==> src/sv/wsdf_pkg.sv <==
// Shared types and constants for the WebSocket frame deframer.
package wsdf_pkg;

  // Parse phase, one-hot
  typedef enum logic [4:0] {
    PH_HDR0   = 5'b00001,
    PH_HDR1   = 5'b00010,
    PH_EXTLEN = 5'b00100,
    PH_KEY    = 5'b01000,
    PH_BODY   = 5'b10000
  } phase_t;

  // Event kinds on the result channel
  localparam logic [2:0] EV_PAYLOAD = 3'd0;
  localparam logic [2:0] EV_MSG_END = 3'd1;
  localparam logic [2:0] EV_PING    = 3'd2;
  localparam logic [2:0] EV_PONG    = 3'd3;
  localparam logic [2:0] EV_UNKNOWN = 3'd4;

  // Frame opcodes
  localparam logic [3:0] OP_CONT   = 4'h0;
  localparam logic [3:0] OP_TEXT   = 4'h1;
  localparam logic [3:0] OP_BINARY = 4'h2;
  localparam logic [3:0] OP_PING   = 4'h9;
  localparam logic [3:0] OP_PONG   = 4'hA;

  // 7-bit length codes that announce an extended length
  localparam logic [6:0] LEN_EXT16 = 7'd126;
  localparam logic [6:0] LEN_EXT64 = 7'd127;

  localparam logic [3:0] EXT16_BYTES = 4'd2;
  localparam logic [3:0] EXT64_BYTES = 4'd8;
  localparam logic [3:0] KEY_BYTES   = 4'd4;

endpackage

==> src/sv/websocket_frame_deframer.sv <==
// Receive-side WebSocket frame deframer: header parse, unmask, event generation.
// A byte is held in the input register, then its result in the result register on out_*.
// Throughput: one byte per cycle while out_tready is high. in_tready follows out_tready
// via the input register: one more byte is taken while a result waits, then input stalls.
// Reset (rst_n low, synchronous): parser returns to the first header byte, all
// parse state is cleared and both channels are emptied.
module websocket_frame_deframer (
  input  logic        clk,
  input  logic        rst_n,
  input  logic        in_tvalid,
  output logic        in_tready,
  input  logic [7:0]  in_tdata,   // [7:0] rx_byte
  output logic        out_tvalid,
  input  logic        out_tready,
  output logic [15:0] out_tdata,  // [7:0] payload_byte, [11:8] message_opcode, [15:12] zero
  output logic [2:0]  out_tuser,  // [2:0] event_kind
  output logic        out_tlast   // last_of_message
);

  // Input register
  logic       in_vld_r, in_vld_nxt;
  logic [7:0] in_byte_r;

  // Parse state
  wsdf_pkg::phase_t phase_r, phase_nxt;
  logic        fin_r, fin_nxt;
  logic [3:0]  fop_r, fop_nxt;
  logic        mask_r, mask_nxt;
  logic [3:0]  hbc_r, hbc_nxt;
  logic [63:0] rem_r, rem_nxt;
  logic [31:0] key_r, key_nxt;
  logic [1:0]  mpos_r, mpos_nxt;
  logic [3:0]  fragop_r, fragop_nxt;
  logic        ext8_r, ext8_nxt;

  // Result register
  logic       out_vld_r, out_vld_nxt;
  logic [2:0] out_kind_r;
  logic [7:0] out_byte_r;
  logic [3:0] out_op_r;
  logic       out_last_r;

  logic       proc;
  logic       emit;
  logic [2:0] emit_kind;
  logic [7:0] emit_byte;
  logic [3:0] emit_op;
  logic       emit_last;

  logic       is_data;
  logic [3:0] msg_op;
  logic       fe_emit;
  logic [2:0] fe_kind;
  logic       fe_last;
  logic [3:0] hbc_inc;
  logic [6:0] len7;
  logic       rem_one;
  logic [7:0] key_byte;

  assign proc      = in_vld_r && (!out_vld_r || out_tready);
  assign in_tready = !in_vld_r || proc;

  assign is_data = (fop_r == wsdf_pkg::OP_CONT) || (fop_r == wsdf_pkg::OP_TEXT) ||
                   (fop_r == wsdf_pkg::OP_BINARY);
  assign msg_op  = (fop_r == wsdf_pkg::OP_CONT) ? fragop_r : fop_r;
  assign hbc_inc = hbc_r + 4'd1;
  assign len7    = in_byte_r[6:0];
  assign rem_one = (rem_r == 64'd1);

  always_comb begin
    case (mpos_r)
      2'd0:    key_byte = key_r[31:24];
      2'd1:    key_byte = key_r[23:16];
      2'd2:    key_byte = key_r[15:8];
      default: key_byte = key_r[7:0];
    endcase
  end

  // Event for a frame that ends with no payload shown
  always_comb begin
    fe_emit = 1'b1;
    fe_last = 1'b0;
    fe_kind = wsdf_pkg::EV_UNKNOWN;
    if (is_data) begin
      fe_emit = fin_r;
      fe_last = 1'b1;
      fe_kind = wsdf_pkg::EV_MSG_END;
    end else if (fop_r == wsdf_pkg::OP_PING) begin
      fe_kind = wsdf_pkg::EV_PING;
    end else if (fop_r == wsdf_pkg::OP_PONG) begin
      fe_kind = wsdf_pkg::EV_PONG;
    end
  end

  always_comb begin
    phase_nxt  = phase_r;
    fin_nxt    = fin_r;
    fop_nxt    = fop_r;
    mask_nxt   = mask_r;
    hbc_nxt    = hbc_r;
    rem_nxt    = rem_r;
    key_nxt    = key_r;
    mpos_nxt   = mpos_r;
    fragop_nxt = fragop_r;
    ext8_nxt   = ext8_r;
    emit       = 1'b0;
    emit_kind  = fe_kind;
    emit_byte  = 8'd0;
    emit_op    = is_data ? msg_op : fop_r;
    emit_last  = fe_last;

    if (proc) begin
      unique case (phase_r)
        wsdf_pkg::PH_HDR1: begin
          mask_nxt = in_byte_r[7];
          hbc_nxt  = 4'd0;
          if (len7 == wsdf_pkg::LEN_EXT16 || len7 == wsdf_pkg::LEN_EXT64) begin
            rem_nxt   = 64'd0;
            ext8_nxt  = (len7 == wsdf_pkg::LEN_EXT64);
            phase_nxt = wsdf_pkg::PH_EXTLEN;
          end else begin
            rem_nxt = {57'd0, len7};
            if (in_byte_r[7]) begin
              phase_nxt = wsdf_pkg::PH_KEY;
              key_nxt   = 32'd0;
            end else begin
              mpos_nxt = 2'd0;
              if (len7 == 7'd0) begin
                phase_nxt = wsdf_pkg::PH_HDR0;
                emit      = fe_emit;
              end else begin
                phase_nxt = wsdf_pkg::PH_BODY;
              end
            end
          end
        end
        wsdf_pkg::PH_EXTLEN: begin
          rem_nxt = {rem_r[55:0], in_byte_r};
          hbc_nxt = hbc_inc;
          if (hbc_inc >= (ext8_r ? wsdf_pkg::EXT64_BYTES : wsdf_pkg::EXT16_BYTES)) begin
            hbc_nxt = 4'd0;
            if (mask_r) begin
              phase_nxt = wsdf_pkg::PH_KEY;
              key_nxt   = 32'd0;
            end else begin
              mpos_nxt = 2'd0;
              if ({rem_r[55:0], in_byte_r} == 64'd0) begin
                phase_nxt = wsdf_pkg::PH_HDR0;
                emit      = fe_emit;
              end else begin
                phase_nxt = wsdf_pkg::PH_BODY;
              end
            end
          end
        end
        wsdf_pkg::PH_KEY: begin
          key_nxt = {key_r[23:0], in_byte_r};
          hbc_nxt = hbc_inc;
          if (hbc_inc >= wsdf_pkg::KEY_BYTES) begin
            hbc_nxt  = 4'd0;
            mpos_nxt = 2'd0;
            if (rem_r == 64'd0) begin
              phase_nxt = wsdf_pkg::PH_HDR0;
              emit      = fe_emit;
            end else begin
              phase_nxt = wsdf_pkg::PH_BODY;
            end
          end
        end
        wsdf_pkg::PH_BODY: begin
          mpos_nxt = mpos_r + 2'd1;
          rem_nxt  = rem_r - 64'd1;
          if (rem_one) phase_nxt = wsdf_pkg::PH_HDR0;
          if (is_data) begin
            emit      = 1'b1;
            emit_kind = wsdf_pkg::EV_PAYLOAD;
            emit_byte = mask_r ? (in_byte_r ^ key_byte) : in_byte_r;
            emit_last = fin_r && rem_one;
          end else begin
            emit = rem_one;
          end
        end
        default: begin
          // First header byte; an impossible phase lands here too
          fin_nxt = in_byte_r[7];
          fop_nxt = in_byte_r[3:0];
          if (!in_byte_r[7] && (in_byte_r[3:0] == wsdf_pkg::OP_TEXT ||
                                in_byte_r[3:0] == wsdf_pkg::OP_BINARY)) begin
            fragop_nxt = in_byte_r[3:0];
          end
          phase_nxt = wsdf_pkg::PH_HDR1;
        end
      endcase
    end
  end

  always_comb begin
    in_vld_nxt = in_vld_r;
    if (in_tvalid && in_tready) in_vld_nxt = 1'b1;
    else if (proc)              in_vld_nxt = 1'b0;
    out_vld_nxt = proc ? emit : (out_vld_r && !out_tready);
  end

  always_ff @(posedge clk) begin
    if (!rst_n) begin
      in_vld_r  <= 1'b0;
      out_vld_r <= 1'b0;
      phase_r   <= wsdf_pkg::PH_HDR0;
      fin_r     <= 1'b0;
      fop_r     <= 4'd0;
      mask_r    <= 1'b0;
      hbc_r     <= 4'd0;
      rem_r     <= 64'd0;
      key_r     <= 32'd0;
      mpos_r    <= 2'd0;
      fragop_r  <= 4'd0;
      ext8_r    <= 1'b0;
    end else begin
      in_vld_r  <= in_vld_nxt;
      out_vld_r <= out_vld_nxt;
      phase_r   <= phase_nxt;
      fin_r     <= fin_nxt;
      fop_r     <= fop_nxt;
      mask_r    <= mask_nxt;
      hbc_r     <= hbc_nxt;
      rem_r     <= rem_nxt;
      key_r     <= key_nxt;
      mpos_r    <= mpos_nxt;
      fragop_r  <= fragop_nxt;
      ext8_r    <= ext8_nxt;
    end
  end

  // Payload registers: load on an accepted input transfer or a producing step
  always_ff @(posedge clk) begin
    if (in_tvalid && in_tready) in_byte_r <= in_tdata;
    if (proc && emit) begin
      out_kind_r <= emit_kind;
      out_byte_r <= emit_byte;
      out_op_r   <= emit_op;
      out_last_r <= emit_last;
    end
  end

  assign out_tvalid = out_vld_r;
  assign out_tdata  = {4'd0, out_op_r, out_byte_r};
  assign out_tuser  = out_kind_r;
  assign out_tlast  = out_last_r;

endmodule

==> config.mk <==
export PLATFORM = sky130hd
export DESIGN_NAME = websocket_frame_deframer
export DESIGN_NICKNAME = d
export VERILOG_FILES = /design/src/sv/wsdf_pkg.sv /design/src/sv/websocket_frame_deframer.sv
export SDC_FILE = /design/constraint.sdc
export NUM_CORES = 1
export LEC_CHECK = 0
export ABC_AREA = 1
export BUFFER_PORTS_ARGS = -buffer_cell sky130_fd_sc_hd__buf_2
export CORE_AREA = 2 2 126 128
export DETAILED_ROUTE_END_ITERATION = 10
export DIE_AREA = 0 0 128 130
export PLACE_DENSITY = 0.76
export SETUP_SLACK_MARGIN = 0.15
export SLEW_MARGIN = 20
export SYNTH_ARGS = -nofsm -noshare
export SYNTH_HDL_FRONTEND = slang
export SYNTH_SLANG_ARGS = --single-unit
==> constraint.sdc <==
create_clock -name clk -period 3.1 [get_ports clk]
set_clock_uncertainty 0.15 [all_clocks]
set_input_delay 0.465 -clock clk [delete_from_list [all_inputs] [get_ports clk]]
set_output_delay 0.465 -clock clk [all_outputs]
set_load 0.02 [all_outputs]
==> results of run 1 <==
## sequential cells by signal, indices dropped and copies added (netlist names), 2 cells and up
register and count:
out_op_r 4, fop_r 4, fragop_r 4, mpos_r 2
rem_r 64, key_r 32, out_byte_r 8, phase_r 5
out_tuser 3, hbc_r 4, in_byte_r 8
## routing by layer
| layer | vias up | GRT usage (%) |
|---|---|---|
| li1 | 4262 | - |
| met1 | 3931 | 39.56 |
| met2 | 337 | 43.94 |
| met3 | 39 | 5.289 |
| met4 | 0 | 8.856 |
| met5 | - | 0 |
## layout by cell type (no fill, tap or decap), types with 6 or more instances in the layout
cell type,instances
ha_1,9
o21bai_1,8
nor4_1,9
or2_2,7
nor2_1,151
dfxtp_1,120
nand4_1,19
o21ai_2,14
nand3_1,81
buf_4,12
clkbuf_16,19
o221ai_1,6
o21ai_0,126
inv_1,135
nor2_2,16
a21oi_1,157
a221oi_1,9
nand2_1,212
inv_2,6
edfxtp_1,24
buf_2,29
o21ai_1,15
nand2_2,9
a211oi_1,6
nor3_1,16
## cell type report
cell class	instances	area, um^2
fillers	1456	6046
repair buffers	43	275.3
clock buffers	22	496.7
flip-flops and latches	144	3123
multi-input cells	917	4589
clock inverters	10	121.4
well taps	192	240.2
inverters	142	533.0
## worst paths after layout
check | from | endpoint | slack [ns] | depth (start not counted)
min | in_tdata[2] | in_byte_r[2] | 0.06 | 1
max reg2reg | phase_r[2] | rem_r[1] | 0.45 | 9
max | phase_r[2] | rem_r[1] | 0.45 | 9
min reg2reg | fragop_r[3] | fragop_r[3] | 0.29 | 2
## synth_stat cells (7+ instances only)
cell and count:
clkbuf_1 34, nand4_1 19, or2_2 7, nand2_2 9, o21ai_1 15, nor2_1 151, dfxtp_1 120, nor3_1 16
nor4_1 9, nor2_2 16, a21oi_1 157, nand3_1 81, nand2_1 212, ha_1 9, o21ai_2 14, a221oi_1 9
o21bai_1 8, inv_1 135, o21ai_0 126, edfxtp_1 24
## worst register-to-register path: stages, from the launching register on
cell      delay, ns
dfxtp_1        0.35
nor2_1         0.22
nand3_2        0.25
inv_2          0.38
o21ai_0        0.16
nand2_1        0.12
buf_4          0.50
o21ai_0        0.20
a21oi_1        0.16
a211oi_1       0.06
## cells by family (layout without fill, tap and decap cells)
family | Yosys count | count (layout) | share of synthesized area (%)
compound gates | 358 | 358 | 23.24
other cells | 1 | 4 | 0.04408
xor+xnor | 4 | 4 | 0.4119
fa+ha+maj | 9 | 9 | 1.324
flops | 144 | 144 | 36.71
simple gates | 542 | 542 | 28.80
buf+inv | 197 | 217 | 9.472
## stage by stage
stage	setup slack (ns)	total power, W
floorplan	0.3129	0.002565
global placement	0.5308	0.002719
detailed placement	0.4913	0.002731
CTS	0.4735	0.004849
global route	0.2455	0.005039
finish	0.4462	0.004853
## where the power goes
part	internal (W)	switching, W	leakage, nW
Combinational	0.000237	0.000495	2.55
Sequential	0.00194	0.0000430	1.21
Clock	0.00131	0.000830	0.302
==> flow_summary.json, run 1 <==
{
  "synth_seq_area_share_pct": 36.71,
  "utilization_pct": 60.80,
  "dp_cells": 1438,
  "highest_layer": "met4",
  "rsz0062_at_grt": "false",
  "insertion_delay_ns": 0.43,
  "cts_tree": "yes",
  "drc_errors": 0,
  "fp.dieArea_mm2": 0.01664,
  "cap_violations": 0,
  "cts_sinks": 144,
  "run_status": "complete, no violations",
  "crit_path_frequent_cell": "o21ai_0",
  "htreeDepth": 4,
  "critical_path_class": "reg2reg",
  "drv_slew": 0,
  "cts_resized": 0,
  "viasPerCell": 5.829,
  "clockRootBuffer": "clkbuf_16",
  "ys_types": 51,
  "cpMaxStageDelayCell": "buf_4",
  "synth_area_mm2": 0.008507,
  "antenna_found_initial": 0,
  "vias": 8569,
  "required_ns": 3.26,
  "drtAntennaViolNets": 0,
  "met3_length_um": 1711,
  "dieHeight_um": 130,
  "grt_pass1_vias": 7606,
  "place.port_buffers": 29,
  "postSynthCellCount": 1255,
  "coreArea_mm2": 0.01542,
  "crit_fanout": 59,
  "netlist.area_leader.share_pct": 28.24,
  "overflow": 0,
  "grt_first_pass_wirelength_um": 37450,
  "p_leak_nw": 4.062,
  "start_kind": "flop",
  "synth_flop_cell": "dfxtp_1",
  "post-route-period-util_pct": 85.61,
  "place_area_mm2": 0.008761,
  "peakVddDrop_uv": 598.0,
  "cts_hold_buffers": 0,
  "wirelength_um": 23060,
  "die_w_um": 128,
  "timing.final.hold_violations": 0,
  "io-pin-count": 34,
  "synthToLayoutAreaGrowth_pct": 10.25,
  "drt-met1-wl_um": 10730,
  "tns_ns": 0,
  "fmax_mhz": 376.8,
  "crit_path_end_kind": "flop",
  "ys_async_sr_fraction_pct": 0,
  "rows": 46,
  "nets": 1286,
  "cts_setup_buffers": 0,
  "synth_seq_cells": 144,
  "diodes": 0,
  "clock_path_buffers": 2,
  "yosys_warnings": 0,
  "crit_chain": "nor2_1, nand3_2, inv_2, o21ai_0, nand2_1, buf_4, o21ai_0, a21oi_1, a211oi_1",
  "hold_ws_ns": 0.05897,
  "fin_cells": 1470,
  "grt_max_degree": 65,
  "met2_length_um": 10180,
  "crit_family": "buffers and inverters",
  "dp_hpwl_um": 15950,
  "setup_viol": 0,
  "powerDensity_mw_per_mm2": 517.4,
  "first_pass_iters": 8,
  "yosys.area.top_type": "dfxtp_1",
  "crit_arrival_ns": 2.81,
  "grt_usage_pct": 28.08,
  "hold_class": "in2reg",
  "routabilityCongestion": 0.9467,
  "stdcell_area_mm2": 0.009379,
  "relSlewSlack_pct": 38.08,
  "cts.clk_slew.worst_paths_ns": 0.06,
  "initial_core_util_pct": 55.15,
  "drt_iter0_markers": 1067,
  "cts_buffers": 17,
  "avgSynthCellArea_um2": 6.778,
  "tightest_slew_ns": 0.9218,
  "synth_edf_count": 24,
  "path_buf_inv": 2,
  "slowest_delay_ns": 0.50,
  "yosys-top-cells-area": "dfxtp_1 (28%), nand2_1 (9.4%), a21oi_1 (9.2%), edfxtp_1 (8.5%), o21ai_0 (7.4%)",
  "fin_crit_ns": 2.654,
  "avgRoutedWirePerCell_um": 15.69,
  "layout-drive-gt1-share_pct": 10.88
}
(Power assumes the default switching activity.)
==> run 2: changes to the inputs <==
--- a/config.mk
+++ b/config.mk
@@ -7,10 +7,10 @@
 export LEC_CHECK = 0
 export ABC_AREA = 1
 export BUFFER_PORTS_ARGS = -buffer_cell sky130_fd_sc_hd__buf_2
-export CORE_AREA = 2 2 126 128
+export CORE_AREA = 2 2 134 136
 export DETAILED_ROUTE_END_ITERATION = 10
-export DIE_AREA = 0 0 128 130
-export PLACE_DENSITY = 0.76
+export DIE_AREA = 0 0 136 138
+export PLACE_DENSITY = 0.68
 export SETUP_SLACK_MARGIN = 0.15
 export SLEW_MARGIN = 20
 export SYNTH_ARGS = -nofsm -noshare
==> run 2 against run 1 <==
Cell count grew 2.8%. Combinational power rose by 0.8%. Sequential share of layout area shrank 0.084 points. Via count decreased by 0.27%. Non-clock buffer count increased by 4. Largest cell class unchanged. Largest power group is now registers.
==> flow_summary.json, run 2 (synthesis results as in run 1) <==
{
  "p_leak_nw": 4.055,
  "clkPwrFrac_pct": 41.8,
  "drv_slew": 0,
  "diodes": 0,
  "routabilityCongestion": 0.9553,
  "fmax_mhz": 375.8,
  "rsz0062_at_grt": "false",
  "cap_violations": 0,
  "io-pin-count": 34,
  "synthToLayoutAreaGrowth_pct": 10.53,
  "crit_path_end_kind": "flop",
  "p_int_w": 0.003278,
  "drc_errors": 0,
  "crit_fanout": 16,
  "p_switching_w": 0.001394,
  "layout_common_cells": "nand2_1 (212), a21oi_1 (157), nor2_1 (151)",
  "clockRootBuffer": "clkbuf_16",
  "cts.clk_slew.worst_paths_ns": 0.06,
  "tns_ns": 0,
  "dieHeight_um": 138,
  "htreeDepth": 4,
  "place.port_buffers": 29,
  "die_w_um": 136,
  "post-route-period-util_pct": 85.83,
  "dpl_worst_slack_ns": 0.3338,
  "swShare_pct": 29.83,
  "largest_reg_flops": 64,
  "grt_usage_pct": 25.92,
  "hold_path_startpoint": "in_tdata[3]",
  "largestRegisters": "rem_r (64), key_r (32)",
  "p_comb_share_pct": 15.8,
  "clock_path_buffers": 2,
  "relSlewSlack_pct": 39.82,
  "cts_buffers": 17,
  "total_power_w": 0.004672,
  "fin_crit_ns": 2.661,
  "slowest_delay_ns": 0.35,
  "nets": 1290,
  "vias": 8546,
  "first_pass_iters": 6,
  "required_ns": 3.06,
  "largest-register": "rem_r",
  "cts_setup_buffers": 0,
  "cts_sinks": 144,
  "drtAntennaViolNets": 0,
  "critical_path_class": "reg2reg",
  "p_seq_share_pct": 42.4,
  "wirelength_um": 23880,
  "grt_first_pass_wirelength_um": 39340,
  "antenna_found_initial": 0,
  "path_buf_inv": 2,
  "dp_hpwl_um": 16690,
  "worstReg2RegStart": "rem_r[0]",
  "r2r_cells": 11,
  "start_kind": "flop",
  "dp_cells": 1479,
  "drt_iter0_markers": 951,
  "grt_pass1_vias": 7707,
  "setup_ws_ns": 0.4392,
  "avgRoutedWirePerCell_um": 15.80,
  "peakVddDrop_uv": 432.7,
  "cpMaxStageDelayCell": "dfxtp_1",
  "hold_ws_ns": 0.05886,
  "initial_core_util_pct": 48.52,
  "layout_commonest_cell": "nand2_1",
  "rrSetupSlack_ns": 0.44,
  "nFillCells": 1739,
  "rows": 49,
  "crit_family": "simple AND/OR/NAND/NOR gates",
  "worstHoldEndpoint": "in_byte_r[3]",
  "whs_path_depth": 1,
  "tightest_slew_ns": 0.8958,
  "cts_hold_buffers": 0,
  "coreArea_mm2": 0.01753,
  "grt_max_degree": 65,
  "fp.dieArea_mm2": 0.01877,
  "crit_arrival_ns": 2.63,
  "run_status": "complete, no violations",
  "fin_cells": 1511,
  "viasPerCell": 5.656,
  "layout-drive-gt1-share_pct": 11.08,
  "powerDensity_mw_per_mm2": 496.9,
  "timing.final.hold_violations": 0,
  "r2r_end": "out_op_r[3]",
  "hold_class": "in2reg",
  "cts_tree": "yes",
  "insertion_delay_ns": 0.43,
  "setup_viol": 0,
  "crit_path_frequent_cell": "nand3_1",
  "overflow": 0,
  "crit_chain": "inv_1, ha_1, nand2_2, nor2_4, nand3_1, nor3_1, nand4_1, nand3_1, nand2_1, a21boi_1, buf_4"
}
run 2: cell count changes in the layout (fill, tap and decap cells not counted), sizes merged:
cell      previous run  this run
bufinv               2         1
clkinvlp             1         2
clkbuf              22        19
clkinv               5        10
buf                 43        47
inv                144       142
run 2: metal layers:
layer | GRT usage [%] | share of wire, % | up-vias
met2 | 39.75 | 45 | 307
met3 | 5.684 | 7.4 | 30
met1 | 37.13 | 47 | 3932
met4 | 6.305 | 1.3 | 0
met5 | 0 | 0 | -
li1 | - | - | 4277
run 2: power by group through the flow:
stage / clock [W] / sequential [W] / combinational [W]
6_report: 0.00195 / 0.00198 / 0.000738
2_1_floorplan: 0 / 0.00200 / 0.000561
3_5_place_dp: 0 / 0.00202 / 0.000724
5_1_grt: 0.00207 / 0.00198 / 0.000841
4_1_cts: 0.00198 / 0.00198 / 0.000729
3_3_place_gp: 0 / 0.00202 / 0.000713
run 2: per-stage QoR:
step	instance area [um^2]	utilization [%]
2_1_floorplan	8518	-
3_3_place_gp	8850	50.47
3_5_place_dp	8850	50.47
4_1_cts	9399	53.60
5_1_grt	9403	53.62
6_report	9403	53.62
run 2: repair_timing:
action | 4_1_cts | 5_1_grt
resized for setup | 0 | 1
endpoints found under the setup margin | 0 | 5
hold endpoints to repair | 0 | 0
run 2: worst max path at each step:
stage                   from             to  slack, ns  depth (start not counted)
finish              rem_r[0]    out_op_r[3]       0.44                         11
CTS                 hbc_r[0]       key_r[0]       0.32                         13
floorplan           rem_r[0]  out_byte_r[0]       0.31                         10
global route        rem_r[0]  out_byte_r[6]       0.19                         11
global placement    hbc_r[0]       key_r[2]       0.43                         13
detailed placement  hbc_r[0]       key_r[0]       0.33                         13
run 2: area by class of cell:
| cell class | instances | area (um^2) | area share [%] |
|---|---|---|---|
| clock buffer | 19 | 432.9 | 4.604 |
| multi-input combinational | 917 | 4589 | 48.81 |
| clock inverter | 13 | 116.4 | 1.238 |
| timing repair buffer | 47 | 321.6 | 3.420 |
| inverter | 142 | 533.0 | 5.669 |
| sequential | 144 | 3123 | 33.21 |
| tap | 229 | 286.5 | 3.047 |
==> run 3: changes to the inputs <==
--- a/config.mk
+++ b/config.mk
@@ -7,9 +7,10 @@
 export LEC_CHECK = 0
 export ABC_AREA = 1
 export BUFFER_PORTS_ARGS = -buffer_cell sky130_fd_sc_hd__buf_2
-export CORE_AREA = 2 2 134 136
+export CORE_AREA = 2 2 110 165
 export DETAILED_ROUTE_END_ITERATION = 10
-export DIE_AREA = 0 0 136 138
+export DIE_AREA = 0 0 112 167
+export HOLD_SLACK_MARGIN = 0.08
 export PLACE_DENSITY = 0.68
 export SETUP_SLACK_MARGIN = 0.15
 export SLEW_MARGIN = 20
==> run 3 against run 2 <==
Global-route usage up 1.9 points. Via count increased by 1.3%. Total power increased by 2.5%. Cell count decreased by 0.13%. Clock-buffer cell count shrank 2. Setup slack worse by 0.0032 ns. Combinational power up 4.7%. Highest routed layer unchanged.
==> flow_summary.json, run 3 (synthesis results as in run 1) <==
{
  "cap_violations": 0,
  "drtAntennaViolNets": 0,
  "avgRoutedWirePerCell_um": 17.21,
  "nets": 1304,
  "largest-register": "rem_r",
  "crit_fanout": 16,
  "largest_reg_flops": 64,
  "crit_path_end_kind": "flop",
  "viasPerCell": 5.738,
  "crit_arrival_ns": 2.63,
  "rows": 59,
  "fp.dieArea_mm2": 0.01870,
  "utilization_pct": 55.05,
  "peakVddDrop_uv": 409.5,
  "io-pin-count": 34,
  "drv_slew": 0,
  "vias": 8658,
  "dp_hpwl_um": 18500,
  "largestRegisters": "rem_r (64), key_r (32)",
  "slowest_delay_ns": 0.35,
  "cpMaxStageDelayCell": "dfxtp_1",
  "layout_common_cells": "nand2_1 (212), a21oi_1 (157), nor2_1 (151)",
  "drc_errors": 0,
  "antenna_found_initial": 0,
  "fin_cells": 1509,
  "cts_setup_buffers": 0,
  "timing.final.hold_violations": 0,
  "clockRootBuffer": "clkbuf_16",
  "place.port_buffers": 29,
  "tns_ns": 0,
  "layout-drive-gt1-share_pct": 11.73,
  "grt_pass1_vias": 8173,
  "cts_buffers": 17,
  "hold_ws_ns": 0.1513,
  "grt_usage_pct": 27.83,
  "post-route-period-util_pct": 85.94,
  "nFillCells": 1699,
  "initial_core_util_pct": 49.25,
  "p_leak_nw": 4.113,
  "run_status": "complete, no violations",
  "powerDensity_mw_per_mm2": 503.6,
  "tightest_slew_ns": 0.7812,
  "fin_crit_ns": 2.664,
  "required_ns": 3.07,
  "routabilityCongestion": 0.9437,
  "layout_commonest_cell": "nand2_1",
  "dpl_worst_slack_ns": 0.4044,
  "drt_iter0_markers": 716,
  "fmax_mhz": 375.4,
  "die_w_um": 112,
  "relSlewSlack_pct": 47.52,
  "dieHeight_um": 167,
  "synthToLayoutAreaGrowth_pct": 11.78,
  "setup_viol": 0,
  "coreArea_mm2": 0.01727,
  "first_pass_iters": 7,
  "overflow": 0,
  "cts_sinks": 144,
  "grt_first_pass_wirelength_um": 41750,
  "critical_path_class": "reg2reg",
  "rrSetupSlack_ns": 0.44,
  "htreeDepth": 4,
  "wirelength_um": 25980,
  "cts_tree": "yes",
  "rsz0062_at_grt": "false",
  "crit_chain": "inv_1, ha_1, nand2_2, nor2_4, nand2_1, nor2_4, nand4_1, nand3_1, nand2_1, a21boi_1, buf_4",
  "clock_path_buffers": 2,
  "grt_max_degree": 65,
  "start_kind": "flop",
  "cts.clk_slew.worst_paths_ns": 0.07,
  "insertion_delay_ns": 0.43,
  "hold_class": "in2reg",
  "setup_ws_ns": 0.4360,
  "dp_cells": 1469,
  "diodes": 0
}
[run 3: cell types whose count changed in the layout (fill, tap and decap cells not counted)]
cell / change
buf_4: +9
dlygate4sd3_1: +8
inv_6: +5
clkinv_4: -4
buf_12: -2
clkbuf_1: -2
clkinv_2: -2
clkinvlp_4: +2
inv_8: +2
buf_6: -1
clkinv_1: -1
nor3_1: -1
nor3_2: +1
[run 3: repair_timing]
| item | in CTS | in global routing |
|---|---|---|
| hold endpoints to repair | 8 | 0 |
| setup endpoints to repair | 0 | 16 |
| gates resized for setup | 0 | 1 |
| hold buffers | 8 | 0 |
[run 3: path summary, 6_finish.rpt]
kind	from	to	cells after the start
setup / recovery	rem_r[0]	out_byte_r[6]	11
hold / removal	in_tvalid	in_vld_r	3
setup reg to reg	rem_r[0]	out_byte_r[6]	11
hold reg to reg	fragop_r[3]	fragop_r[3]	2
[run 3: per-stage QoR]
| stage | area, um^2 | power, W |
|---|---|---|
| after floorplan | 8518 | 0.002565 |
| after global placement | 8850 | 0.002756 |
| after detailed placement | 8850 | 0.002765 |
| after CTS | 9504 | 0.004786 |
| final | 9509 | 0.004789 |
| after global routing | 9509 | 0.004975 |
[run 3: layout make-up]
cell class / instances / area, um^2 / area share, %
Clock buffer: 17 / 425.4 / 4.474
Timing Repair Buffer: 61 / 417.9 / 4.395
Sequential cell: 144 / 3123 / 32.84
Clock inverter: 15 / 148.9 / 1.566
Inverter: 142 / 533.0 / 5.605
Tap cell: 213 / 266.5 / 2.803
Multi-Input combinational cell: 917 / 4594 / 48.32
[run 3: routing by layer]
layer / part of all wire (%) / track usage (%) / wire, um / up-vias
met2: 51 / 48.96 / 13170 / 298
met1: 38 / 30.30 / 9893 / 3977
met4: 7.4 / 20.52 / 1925 / 0
met5: 0 / 0 / 0 / -
met3: 3.8 / 3.530 / 989 / 102
li1: - / - / - / 4281
[run 3: worst max-delay path, delay by kind of cell (launching register included)]
family / cells / cell delay (ns)
AO/OA/AOI/OAI: 1 / 0.12
adder cells (fa/ha/maj): 1 / 0.24
AND/OR/NAND/NOR: 7 / 1.11
buffers and inverters: 2 / 0.37
flip-flops: 1 / 0.35
[run 3: report_power, final]
group	switching [W]	internal, W	leakage [nW]
registers	0.0000414	0.00194	1.21
logic	0.000527	0.000245	2.63
clock network	0.000910	0.00113	0.272
total	0.00148	0.00331	4.11
